$ cat src/design/bsv_pkg.sv
// shared types, character codes and result codes for the bencode stream validator
`default_nettype none

package bsv_pkg;

    // result status codes
    localparam logic [2:0] ST_PROGRESS = 3'd0;
    localparam logic [2:0] ST_DONE     = 3'd1;
    localparam logic [2:0] ST_SYNTAX   = 3'd2;
    localparam logic [2:0] ST_OVERFLOW = 3'd3;
    localparam logic [2:0] ST_TRUNC    = 3'd4;
    localparam logic [2:0] ST_DISCARD  = 3'd5;

    // element kinds closed by a byte
    localparam logic [2:0] KIND_NONE = 3'd0;
    localparam logic [2:0] KIND_INT  = 3'd1;
    localparam logic [2:0] KIND_STR  = 3'd2;
    localparam logic [2:0] KIND_LIST = 3'd3;
    localparam logic [2:0] KIND_DICT = 3'd4;

    // container stack entries
    localparam logic [1:0] SK_LIST     = 2'd1;
    localparam logic [1:0] SK_DICT_KEY = 2'd2;
    localparam logic [1:0] SK_DICT_VAL = 2'd3;

    // grammar characters
    localparam logic [7:0] CH_0     = 8'h30;
    localparam logic [7:0] CH_9     = 8'h39;
    localparam logic [7:0] CH_COLON = 8'h3a;
    localparam logic [7:0] CH_I     = 8'h69;
    localparam logic [7:0] CH_E     = 8'h65;
    localparam logic [7:0] CH_L     = 8'h6c;
    localparam logic [7:0] CH_D     = 8'h64;
    localparam logic [7:0] CH_MINUS = 8'h2d;

    // width of acc * 10 + digit
    localparam int ACC_EXT_W = 68;

    typedef struct packed {
        logic       push;
        logic [1:0] push_kind;
        logic       pop;
        logic       toggle;
        logic       clear;
    } stack_cmd_t;

    // a dictionary alternates between key and value after each element
    function automatic logic [1:0] stk_toggle(input logic [1:0] entry);
        logic [1:0] res;
        case (entry)
            SK_DICT_KEY: res = SK_DICT_VAL;
            SK_DICT_VAL: res = SK_DICT_KEY;
            default:     res = entry;
        endcase
        return res;
    endfunction

endpackage

`default_nettype wire

$ cat src/design/bsv_stack.sv
// nesting stack: top entry in a register, lower entries in a synchronous memory
`default_nettype none

module bsv_stack
    import bsv_pkg::*;
#(
    parameter int MAX_DEPTH = 32,
    localparam int DEPTH_W = $clog2(MAX_DEPTH + 1)
)
(
    input  wire logic               clk,
    input  wire logic               rst_n,
    input  wire logic               en,
    input  wire stack_cmd_t         cmd,
    output logic [DEPTH_W-1:0]      depth,
    output logic [1:0]              top
);

    localparam int ADDR_W = (MAX_DEPTH > 1) ? $clog2(MAX_DEPTH) : 1;

    logic [1:0]         mem [MAX_DEPTH];
    logic [DEPTH_W-1:0] depth_reg;
    logic [DEPTH_W-1:0] depth_next;
    logic [1:0]         top_reg;
    logic [1:0]         top_next;
    logic [1:0]         below_reg;
    logic               wr_en;
    logic [ADDR_W-1:0]  wr_addr;
    logic [ADDR_W-1:0]  rd_addr;
    logic               rd_ok;
    logic               rd_hit;

    always_comb
    begin
        depth_next = depth_reg;
        if (cmd.clear)
        begin
            depth_next = '0;
        end
        else if (cmd.push)
        begin
            depth_next = depth_reg + 1'b1;
        end
        else if (cmd.pop)
        begin
            depth_next = depth_reg - 1'b1;
        end

        top_next = top_reg;
        if (cmd.push)
        begin
            top_next = cmd.push_kind;
        end
        else if (cmd.pop)
        begin
            top_next = stk_toggle(below_reg);
        end
        else if (cmd.toggle)
        begin
            top_next = stk_toggle(top_reg);
        end

        // old top goes down into the memory on a push
        wr_en   = en && cmd.push && (depth_reg != '0);
        wr_addr = ADDR_W'(int'(depth_reg) - 1);
        // prefetch the entry below the new top
        rd_addr = ADDR_W'(int'(depth_next) - 2);
        rd_ok   = int'(depth_next) >= 2;
        rd_hit  = wr_en && (wr_addr == rd_addr);
    end

    always_ff @(posedge clk or negedge rst_n)
    begin
        if (!rst_n)
        begin
            depth_reg <= '0;
        end
        else if (en)
        begin
            depth_reg <= depth_next;
        end
    end

    always_ff @(posedge clk)
    begin
        if (wr_en)
        begin
            mem[wr_addr] <= top_reg;
        end
        if (en && rd_ok)
        begin
            below_reg <= rd_hit ? top_reg : mem[rd_addr];
        end
        if (en)
        begin
            top_reg <= top_next;
        end
    end

    assign depth = depth_reg;
    assign top   = top_reg;

    a_depth_bound: assert property (@(posedge clk) disable iff (!rst_n)
        depth_reg <= DEPTH_W'(MAX_DEPTH))
        else $error("stack depth beyond limit");

    a_push_top: assert property (@(posedge clk) disable iff (!rst_n)
        en && cmd.push && !cmd.clear |=>
            top_reg == $past(cmd.push_kind) &&
            depth_reg == DEPTH_W'($past(depth_reg) + 1'b1))
        else $error("push did not land on top");

endmodule

`default_nettype wire

$ cat src/design/bsv_core.sv
// per-byte grammar check, digit accumulation and stack commands
`default_nettype none

module bsv_core
    import bsv_pkg::*;
#(
    parameter int MAX_DEPTH = 32,
    parameter int LENGTH_BITS = 32,
    localparam int DEPTH_W = $clog2(MAX_DEPTH + 1)
)
(
    input  wire logic               clk,
    input  wire logic               rst_n,
    input  wire logic               step,
    input  wire logic [7:0]         data_byte,
    input  wire logic               end_of_buffer,
    input  wire logic [DEPTH_W-1:0] stack_depth,
    input  wire logic [1:0]         stack_top,
    output stack_cmd_t              cmd,
    output logic [2:0]              res_status,
    output logic [2:0]              res_kind,
    output logic signed [63:0]      res_ival,
    output logic [31:0]             res_slen
);

    localparam logic [2:0] PH_VALUE      = 3'd0;
    localparam logic [2:0] PH_INT_START  = 3'd1;
    localparam logic [2:0] PH_INT_SIGN   = 3'd2;
    localparam logic [2:0] PH_INT_DIGITS = 3'd3;
    localparam logic [2:0] PH_STR_LEN    = 3'd4;
    localparam logic [2:0] PH_STR_DATA   = 3'd5;
    localparam logic [2:0] PH_DISCARD    = 3'd6;
    localparam logic [2:0] PH_TRAIL      = 3'd7;

    logic [2:0]             phase_reg;
    logic [2:0]             phase_next;
    logic [63:0]            acc_reg;
    logic [63:0]            acc_next;
    logic [LENGTH_BITS-1:0] rem_reg;
    logic [LENGTH_BITS-1:0] rem_next;
    logic [LENGTH_BITS-1:0] rem_dec;
    logic                   neg_reg;
    logic                   neg_next;

    logic [7:0]             dig;
    logic                   is_digit;
    logic [ACC_EXT_W-1:0]   prod;
    logic [ACC_EXT_W-1:0]   int_limit;
    logic                   int_ovf;
    logic                   len_ovf;
    logic                   depth_zero;
    logic                   depth_one;
    logic                   depth_full;
    logic [2:0]             err;
    logic                   top_done;
    logic [2:0]             st;

    always_comb
    begin
        dig      = data_byte - CH_0;
        is_digit = (data_byte >= CH_0) && (data_byte <= CH_9);
        // acc * 10 + digit as two shifts and adds
        prod = ({4'b0, acc_reg} << 3) + ({4'b0, acc_reg} << 1) + ACC_EXT_W'(dig[3:0]);
        int_limit = {4'b0, neg_reg, {63{~neg_reg}}};
        int_ovf   = prod > int_limit;
        len_ovf   = (prod >> LENGTH_BITS) != '0;
        rem_dec   = (rem_reg == '0) ? rem_reg : rem_reg - 1'b1;

        depth_zero = stack_depth == '0;
        depth_one  = stack_depth == DEPTH_W'(1);
        depth_full = stack_depth >= DEPTH_W'(MAX_DEPTH);

        phase_next = phase_reg;
        acc_next   = acc_reg;
        rem_next   = rem_reg;
        neg_next   = neg_reg;
        cmd        = '0;
        err        = ST_PROGRESS;
        top_done   = 1'b0;
        st         = ST_PROGRESS;
        res_kind   = KIND_NONE;
        res_ival   = '0;
        res_slen   = '0;

        unique case (phase_reg)
            PH_VALUE:
            begin
                if (data_byte == CH_I)
                begin
                    phase_next = PH_INT_START;
                    acc_next   = '0;
                    neg_next   = 1'b0;
                end
                else if (is_digit)
                begin
                    acc_next   = 64'(dig[3:0]);
                    phase_next = PH_STR_LEN;
                end
                else if (data_byte == CH_L || data_byte == CH_D)
                begin
                    if (depth_full)
                    begin
                        err = ST_OVERFLOW;
                    end
                    else
                    begin
                        cmd.push      = 1'b1;
                        cmd.push_kind = (data_byte == CH_L) ? SK_LIST : SK_DICT_KEY;
                    end
                end
                else if (data_byte == CH_E && !depth_zero)
                begin
                    // a dictionary cannot close with its value still due
                    if (stack_top == SK_DICT_VAL)
                    begin
                        err = ST_SYNTAX;
                    end
                    else
                    begin
                        cmd.pop  = 1'b1;
                        res_kind = (stack_top == SK_LIST) ? KIND_LIST : KIND_DICT;
                        top_done = depth_one;
                    end
                end
                else
                begin
                    err = ST_SYNTAX;
                end
            end
            PH_INT_START, PH_INT_SIGN:
            begin
                if (phase_reg == PH_INT_START && data_byte == CH_MINUS)
                begin
                    neg_next   = 1'b1;
                    phase_next = PH_INT_SIGN;
                end
                else if (is_digit)
                begin
                    acc_next   = 64'(dig[3:0]);
                    phase_next = PH_INT_DIGITS;
                end
                else
                begin
                    err = ST_SYNTAX;
                end
            end
            PH_INT_DIGITS:
            begin
                if (is_digit)
                begin
                    if (int_ovf)
                    begin
                        err = ST_OVERFLOW;
                    end
                    else
                    begin
                        acc_next = prod[63:0];
                    end
                end
                else if (data_byte == CH_E)
                begin
                    res_kind   = KIND_INT;
                    res_ival   = neg_reg ? 64'(64'd0 - acc_reg) : acc_reg;
                    phase_next = PH_VALUE;
                    top_done   = depth_zero;
                    cmd.toggle = !depth_zero;
                end
                else
                begin
                    err = ST_SYNTAX;
                end
            end
            PH_STR_LEN:
            begin
                if (is_digit)
                begin
                    if (len_ovf)
                    begin
                        err = ST_OVERFLOW;
                    end
                    else
                    begin
                        acc_next = prod[63:0];
                    end
                end
                else if (data_byte == CH_COLON)
                begin
                    if (acc_reg == '0)
                    begin
                        // empty string closes at the colon
                        res_kind   = KIND_STR;
                        phase_next = PH_VALUE;
                        top_done   = depth_zero;
                        cmd.toggle = !depth_zero;
                    end
                    else
                    begin
                        rem_next   = LENGTH_BITS'(acc_reg);
                        phase_next = PH_STR_DATA;
                    end
                end
                else
                begin
                    err = ST_SYNTAX;
                end
            end
            PH_STR_DATA:
            begin
                rem_next = rem_dec;
                if (rem_dec == '0)
                begin
                    res_kind   = KIND_STR;
                    res_slen   = 32'(acc_reg);
                    phase_next = PH_VALUE;
                    top_done   = depth_zero;
                    cmd.toggle = !depth_zero;
                end
            end
            PH_DISCARD, PH_TRAIL:
            begin
                st = ST_DISCARD;
            end
        endcase

        if (err != ST_PROGRESS)
        begin
            st         = err;
            res_kind   = KIND_NONE;
            res_ival   = '0;
            res_slen   = '0;
            phase_next = PH_DISCARD;
            acc_next   = '0;
            rem_next   = '0;
            neg_next   = 1'b0;
            cmd        = '0;
            cmd.clear  = 1'b1;
        end
        else if (top_done)
        begin
            st         = ST_DONE;
            phase_next = PH_TRAIL;
        end

        if (end_of_buffer)
        begin
            if (st == ST_PROGRESS)
            begin
                st = ST_TRUNC;
            end
            phase_next = PH_VALUE;
            acc_next   = '0;
            rem_next   = '0;
            neg_next   = 1'b0;
            cmd.clear  = 1'b1;
        end

        res_status = st;
    end

    always_ff @(posedge clk or negedge rst_n)
    begin
        if (!rst_n)
        begin
            phase_reg <= PH_VALUE;
            acc_reg   <= '0;
            rem_reg   <= '0;
            neg_reg   <= 1'b0;
        end
        else if (step)
        begin
            phase_reg <= phase_next;
            acc_reg   <= acc_next;
            rem_reg   <= rem_next;
            neg_reg   <= neg_next;
        end
    end

endmodule

`default_nettype wire

$ cat src/design/bencode_stream_validator_unit.sv
// top level: bencode stream validator with output register
// a result appears on out_valid in the cycle after its byte is accepted
// throughput: one byte per cycle unless in_stall; the stack memory prefetches the entry
//   below the top, so a close followed directly by another close needs no wait
// reset: rst_n (async, active low) clears parse phase, accumulators, depth and out_valid
// the stack memory is not cleared; entries are written before they are read
`default_nettype none

module bencode_stream_validator_unit
    import bsv_pkg::*;
#(
    parameter int MAX_DEPTH = 32,
    parameter int LENGTH_BITS = 32
)
(
    input  wire logic          clk,
    input  wire logic          rst_n,
    input  wire logic          in_valid,
    output logic               in_stall,
    input  wire logic [7:0]    data_byte,
    input  wire logic          end_of_buffer,
    output logic               out_valid,
    input  wire logic          out_stall,
    output logic [2:0]         status,
    output logic [2:0]         token_kind,
    output logic signed [63:0] integer_value,
    output logic [31:0]        string_length,
    output logic [5:0]         nesting_depth
);

    localparam int DEPTH_W = $clog2(MAX_DEPTH + 1);

    logic               step;
    stack_cmd_t         cmd;
    logic [DEPTH_W-1:0] stack_depth;
    logic [1:0]         stack_top;
    logic [2:0]         res_status;
    logic [2:0]         res_kind;
    logic signed [63:0] res_ival;
    logic [31:0]        res_slen;

    logic               out_valid_reg;
    logic               out_valid_next;
    logic [2:0]         status_reg;
    logic [2:0]         kind_reg;
    logic signed [63:0] ival_reg;
    logic [31:0]        slen_reg;

    // a new request enters whenever the output register is empty or being drained
    assign in_stall = out_valid_reg && out_stall;
    assign step     = in_valid && !in_stall;

    bsv_core #(
        .MAX_DEPTH   (MAX_DEPTH),
        .LENGTH_BITS (LENGTH_BITS)
    ) u_core (
        .clk           (clk),
        .rst_n         (rst_n),
        .step          (step),
        .data_byte     (data_byte),
        .end_of_buffer (end_of_buffer),
        .stack_depth   (stack_depth),
        .stack_top     (stack_top),
        .cmd           (cmd),
        .res_status    (res_status),
        .res_kind      (res_kind),
        .res_ival      (res_ival),
        .res_slen      (res_slen)
    );

    bsv_stack #(
        .MAX_DEPTH (MAX_DEPTH)
    ) u_stack (
        .clk   (clk),
        .rst_n (rst_n),
        .en    (step),
        .cmd   (cmd),
        .depth (stack_depth),
        .top   (stack_top)
    );

    always_comb
    begin
        out_valid_next = out_valid_reg && out_stall;
        if (step)
        begin
            out_valid_next = 1'b1;
        end
    end

    always_ff @(posedge clk or negedge rst_n)
    begin
        if (!rst_n)
        begin
            out_valid_reg <= 1'b0;
        end
        else
        begin
            out_valid_reg <= out_valid_next;
        end
    end

    always_ff @(posedge clk)
    begin
        if (step)
        begin
            status_reg <= res_status;
            kind_reg   <= res_kind;
            ival_reg   <= res_ival;
            slen_reg   <= res_slen;
        end
    end

    assign out_valid     = out_valid_reg;
    assign status        = status_reg;
    assign token_kind    = kind_reg;
    assign integer_value = ival_reg;
    assign string_length = slen_reg;
    // depth only moves together with the output register
    assign nesting_depth = 6'(stack_depth);

    a_done_depth: assert property (@(posedge clk) disable iff (!rst_n)
        out_valid && status == ST_DONE |-> nesting_depth == 6'd0)
        else $error("top value done with containers still open");

    a_error_clean: assert property (@(posedge clk) disable iff (!rst_n)
        out_valid && (status == ST_SYNTAX || status == ST_OVERFLOW) |->
            token_kind == KIND_NONE && integer_value == '0 && string_length == '0)
        else $error("error result carries element data");

endmodule

`default_nettype wire
$ cat config.mk
export PLATFORM = sky130hd
export DESIGN_NAME = bencode_stream_validator_unit
export DESIGN_NICKNAME = d
export VERILOG_FILES = /design/src/design/bsv_pkg.sv /design/src/design/bsv_stack.sv /design/src/design/bsv_core.sv /design/src/design/bencode_stream_validator_unit.sv
export SDC_FILE = /design/constraint.sdc
export NUM_CORES = 1
export LEC_CHECK = 0
export ABC_AREA = 0
export BUFFER_PORTS_ARGS = -buffer_cell sky130_fd_sc_hd__buf_2
export CAP_MARGIN = 20
export CORE_MARGIN = 2
export CORE_UTILIZATION = 50
export DETAILED_ROUTE_END_ITERATION = 12
export HOLD_SLACK_MARGIN = 0.08
export PLACE_DENSITY = 0.7
export SLEW_MARGIN = 10
export SYNTH_ARGS = -nofsm -noshare
export SYNTH_HDL_FRONTEND = slang
export SYNTH_SLANG_ARGS = --single-unit
$ cat constraint.sdc
create_clock -name clk -period 7.7 [get_ports clk]
set_input_delay 0.385 -clock clk [delete_from_list [all_inputs] [get_ports clk]]
set_output_delay 0.385 -clock clk [all_outputs]
set_load 0.05 [all_outputs]
==> metrics list <==
- Depth of the worst register-to-register path: 31
* Met1 layer wirelength in the final routing: roughly 28000 µm
- Final nets: roughly 2600
- The synthesized netlist contains 94 unique library cells.
- Along the worst path, the maximum fanout reaches 6.
- Setup violations remaining at the end of the flow were counted as 0.
* Final design utilization: 57.1%
* Count of synthesis-stage warnings from yosys: 0
- Vias in the first global route: roughly 18000
- The number of nets handed over by synthesis was about 2500.
- Fraction of layout instances using a drive strength above 1: around 15%
- STA classifies the critical path endpoint as a flop.
- Adding up every negative setup slack in the final design gives 0 ns.
* Overall track demand over capacity in global routing: between 20% and 30%
- For this block, the routed nets add up to ~64000 µm of wire.
- The cell area that synthesis handed to floorplanning was 21000 µm².
* Worst Setup EP: u_stack.below_reg[0]$_DFFE_PP_
- Tracing the worst setup path back leads to its startpoint at u_core.acc_reg[0]$_DFFE_PN0P_.
- Entering global routing, the biggest net connects 86 pins.
- Dominant cell type by count on the critical path: sky130_fd_sc_hd__buf_4
* Shortest clock period the worst path allows after layout: approximately 7.3 ns
- Leak Pwr: 0.0102 µW
- From synthesis to final layout, the design area changed by 13.5%.
* Seq/Total Area, Yosys: 37.0%
- The pre-antenna-repair detailed-routing pass consisted of 5 iterations.
- The total count of max-transition violations in the final report came to 0.
- The portion of synthesized area spent on multiplexers is between 1.5 and 2%.
* Cells after Synth: 2301
* Full die area: approximately 44000 µm²
* CTS tree: done
- In this run the deepest clock path goes through 3 buffers.
- STA puts the critical path data required time at a little over 8 ns.
- Clock skew on the completed layout was measured at ~0.015 ns.
- In the routed design, unresolved DRC markers number 0.
- Xor-xnor portion of the synthesized cell area: under 10%
- Status: finished clean
- Most frequent cells in the layout: sky130_fd_sc_hd__nor2_1, sky130_fd_sc_hd__nand2_1, sky130_fd_sc_hd__ha_1
- Clock slew at reported path FFs: approximately 0.07 ns
* Routed vias/inst: 6.34
- Worst voltage drop across the vdd grid: roughly 240 µV
- Headroom to the max-slew limit came out at slightly above 30%.
- Initial core utilization: between 50% and 60%
- After layout, the design draws a total of about 4300 µW.
- Max-cap violations in this run came to 0.
- DR WL met2: between 30000 and 40000 µm
- FF+latch count, synth: around 280
- Detailed routing placed a total of 3680 µm of wire on met3.
- Clock latency on the worst-skew pair, taken at its later pin, is 0.61 ns.
* Worst reg2reg setup slack: 0.41 ns
- Counting the buffers created by CTS gives 31.
* Final hold violation count: 0
* WL per Instance: about 21 µm
* Post-synthesis area per instance: about 9.1 µm²
- Share of synthesized cell area in full adder, half adder and majority cells: around 12%
- By area, the combinational part of the netlist is dominated by compound AO/OA/AOI/OAI gates.
- Overall die width: roughly 210 µm
- The initial antenna violation count was 0.
* Maximum operating frequency: ~140 MHz
* Worst EP arrival: ~7.7 ns
- The synthesized netlist devotes 20.2% of its cell area to compound gates.
- For this block, the initial DRC count from the detailed router was ~1800.
* Startpoint types: flop
- Post-route fraction of the period consumed by the critical path: 94.7%
- Number of nets with antenna violations after detailed routing: 0
* Total power divided by cell area: about 180 nW/µm²
- Standard-cell row count: 75
* Total number of clock tree sinks: between 200 and 300
* Boundary Pins: around 120
- Once detailed placement completed, the half-perimeter wirelength came to approximately 48000 µm.
- The number of antenna diodes in the final layout is 0.
- Post-route worst hold slack: 0.271 ns
* Number of I/O port buffers: ~120
- Final weighted congestion of routability-driven global placement: roughly 0.96
- Post-synth EDFFs: 170
- Summing the areas of all and, or, nand and nor instances in the mapped netlist gives 19.5% of the synthesized area.
* Leading cell type in the layout, fill and taps excluded: sky130_fd_sc_hd__nor2_1
* Vertical die dimension: 209 µm
* Measured slew at the worst slew-check pin: between 1 and 1.5 ns
- Signal routing reaches up to met4.
- Remaining global-route overflow: 0
* Global-route wire length before repair: slightly above 100000 µm
* Path type of the worst min-delay path: input pin to flop
- Type of the worst setup path: flop to flop
- Root Buffer Master: sky130_fd_sc_hd__clkbuf_16
* Worst r2r dst: u_stack.below_reg[0]$_DFFE_PP_
* Top_reg_cell synth: sky130_fd_sc_hd__edfxtp_1
- Via count of the routed design: 19000
* Critical-path cell with the highest stage delay: sky130_fd_sc_hd__fa_1
- Placed Area: ~23000 µm²
- Setup repair after global routing missed its margin: no
- The total area inside the core boundary comes to 41800 µm².
- Origin of the critical flop-to-flop path: u_core.acc_reg[0]$_DFFE_PN0P_
* Proportion of register bits with asynchronous set or reset after synthesis: between 30% and 40%
- Maximum level of the CTS H-tree: 1
* Slowest cell delay on critical path: ~0.51 ns
- Post-layout instance area: roughly 24000 µm²
[cells by family after synthesis]
family | count (synthesis)
adder cells (fa/ha/maj) | 205
buffers and inverters | 157
AND/OR/NAND/NOR | 839
flip-flops | 277
XOR/XNOR | 144
multiplexers | 35
AO/OA/AOI/OAI | 644
[final cells by class]
type                    count  area [µm²]
clock buffers              47         917
clock inverters            11         153
fillers                  3686       17900
inverters                  33         126
multi-input cells        1867       12800
flip-flops and latches    277        7790
well taps                 539         674
repair buffers            221        1390
[through the flow]
step	cells	setup slack (ns)
CTS	2990	0.0116
floorplan	2301	0.427
finish	2995	0.410
global route	2995	0.00270
detailed placement	2928	-0.395
global placement	2927	-0.399
[synth_stat cells, types with 14 or more instances]
| cell type | n | share of area (%) |
|---|---|---|
| sky130_fd_sc_hd__a211oi_1 | 22 | 0.79 |
| sky130_fd_sc_hd__a21o_1 | 26 | 0.93 |
| sky130_fd_sc_hd__a21oi_1 | 175 | 4.2 |
| sky130_fd_sc_hd__a22o_1 | 60 | 2.5 |
| sky130_fd_sc_hd__a31oi_1 | 21 | 0.63 |
| sky130_fd_sc_hd__and2_1 | 42 | 1.3 |
| sky130_fd_sc_hd__buf_2 | 26 | 0.62 |
| sky130_fd_sc_hd__clkbuf_1 | 85 | 1.5 |
| sky130_fd_sc_hd__dfrtp_1 | 107 | 13 |
| sky130_fd_sc_hd__edfxtp_1 | 170 | 24 |
| sky130_fd_sc_hd__ha_1 | 203 | 12 |
| sky130_fd_sc_hd__inv_1 | 32 | 0.57 |
| sky130_fd_sc_hd__mux2i_1 | 25 | 1.2 |
| sky130_fd_sc_hd__nand2_1 | 203 | 3.6 |
| sky130_fd_sc_hd__nand2b_1 | 15 | 0.45 |
| sky130_fd_sc_hd__nand3_1 | 43 | 1.0 |
| sky130_fd_sc_hd__nand4_1 | 56 | 1.7 |
| sky130_fd_sc_hd__nor2_1 | 266 | 4.8 |
| sky130_fd_sc_hd__nor3_1 | 67 | 1.6 |
| sky130_fd_sc_hd__nor4_1 | 29 | 0.86 |
| sky130_fd_sc_hd__o211ai_1 | 14 | 0.50 |
| sky130_fd_sc_hd__o21ai_0 | 144 | 3.4 |
| sky130_fd_sc_hd__o31ai_1 | 56 | 2.0 |
| sky130_fd_sc_hd__or3_1 | 31 | 0.92 |
| sky130_fd_sc_hd__xnor2_1 | 53 | 2.2 |
| sky130_fd_sc_hd__xor2_1 | 90 | 3.8 |
[per-layer routing]
metal  GRT usage (%)  vias to the layer above
met4            9.66                        0
met2            48.2                      655
met5               0                        -
met1            38.7                     9292
met3            3.73                      130
li1                -                     8919
[repair_timing]
action                                 4_1_cts  5_1_grt
setup buffers                                0        5
setup endpoints to repair                   74       99
hold buffers                                 4        0
pin swaps                                    0       11
endpoints found under the hold margin       45        0
gates resized for setup                      7       31
[worst min-delay path by stage]
stage / from / endpoint / slack [ns] / cells after the start
2_1_floorplan: rst_n / out_valid$_DFF_PN0_ / 0.09 / 0
3_3_place_gp: rst_n / u_core.acc_reg[30]$_DFFE_PN0P_ / 0.46 / 1
3_5_place_dp: rst_n / u_core.acc_reg[30]$_DFFE_PN0P_ / 0.46 / 1
4_1_cts: data_byte[0] / u_core.acc_reg[0]$_DFFE_PN0P_ / 0.23 / 4
5_1_grt: data_byte[6] / u_core.neg_reg$_DFFE_PN0P_ / 0.28 / 3
6_report: data_byte[0] / u_core.acc_reg[0]$_DFFE_PN0P_ / 0.27 / 4
[where the power goes]
part / switching (µW) / internal (µW) / total, µW
Clock: 649 / 923 / 1570
Combinational: 744 / 300 / 1040
Sequential: 52.9 / 1620 / 1670
[worst max-delay path: cells and delay by family (launching register included)]
| kind | cells | cell delay (ns) |
|---|---|---|
| fa+ha+maj | 4 | 1.61 |
| simple gates | 5 | 0.95 |
| compound gates | 15 | 2.90 |
| xor+xnor | 1 | 0.27 |
| flops | 1 | 0.45 |
| buf+inv | 6 | 0.86 |
Note: power is estimated with default switching activity, not from simulation.
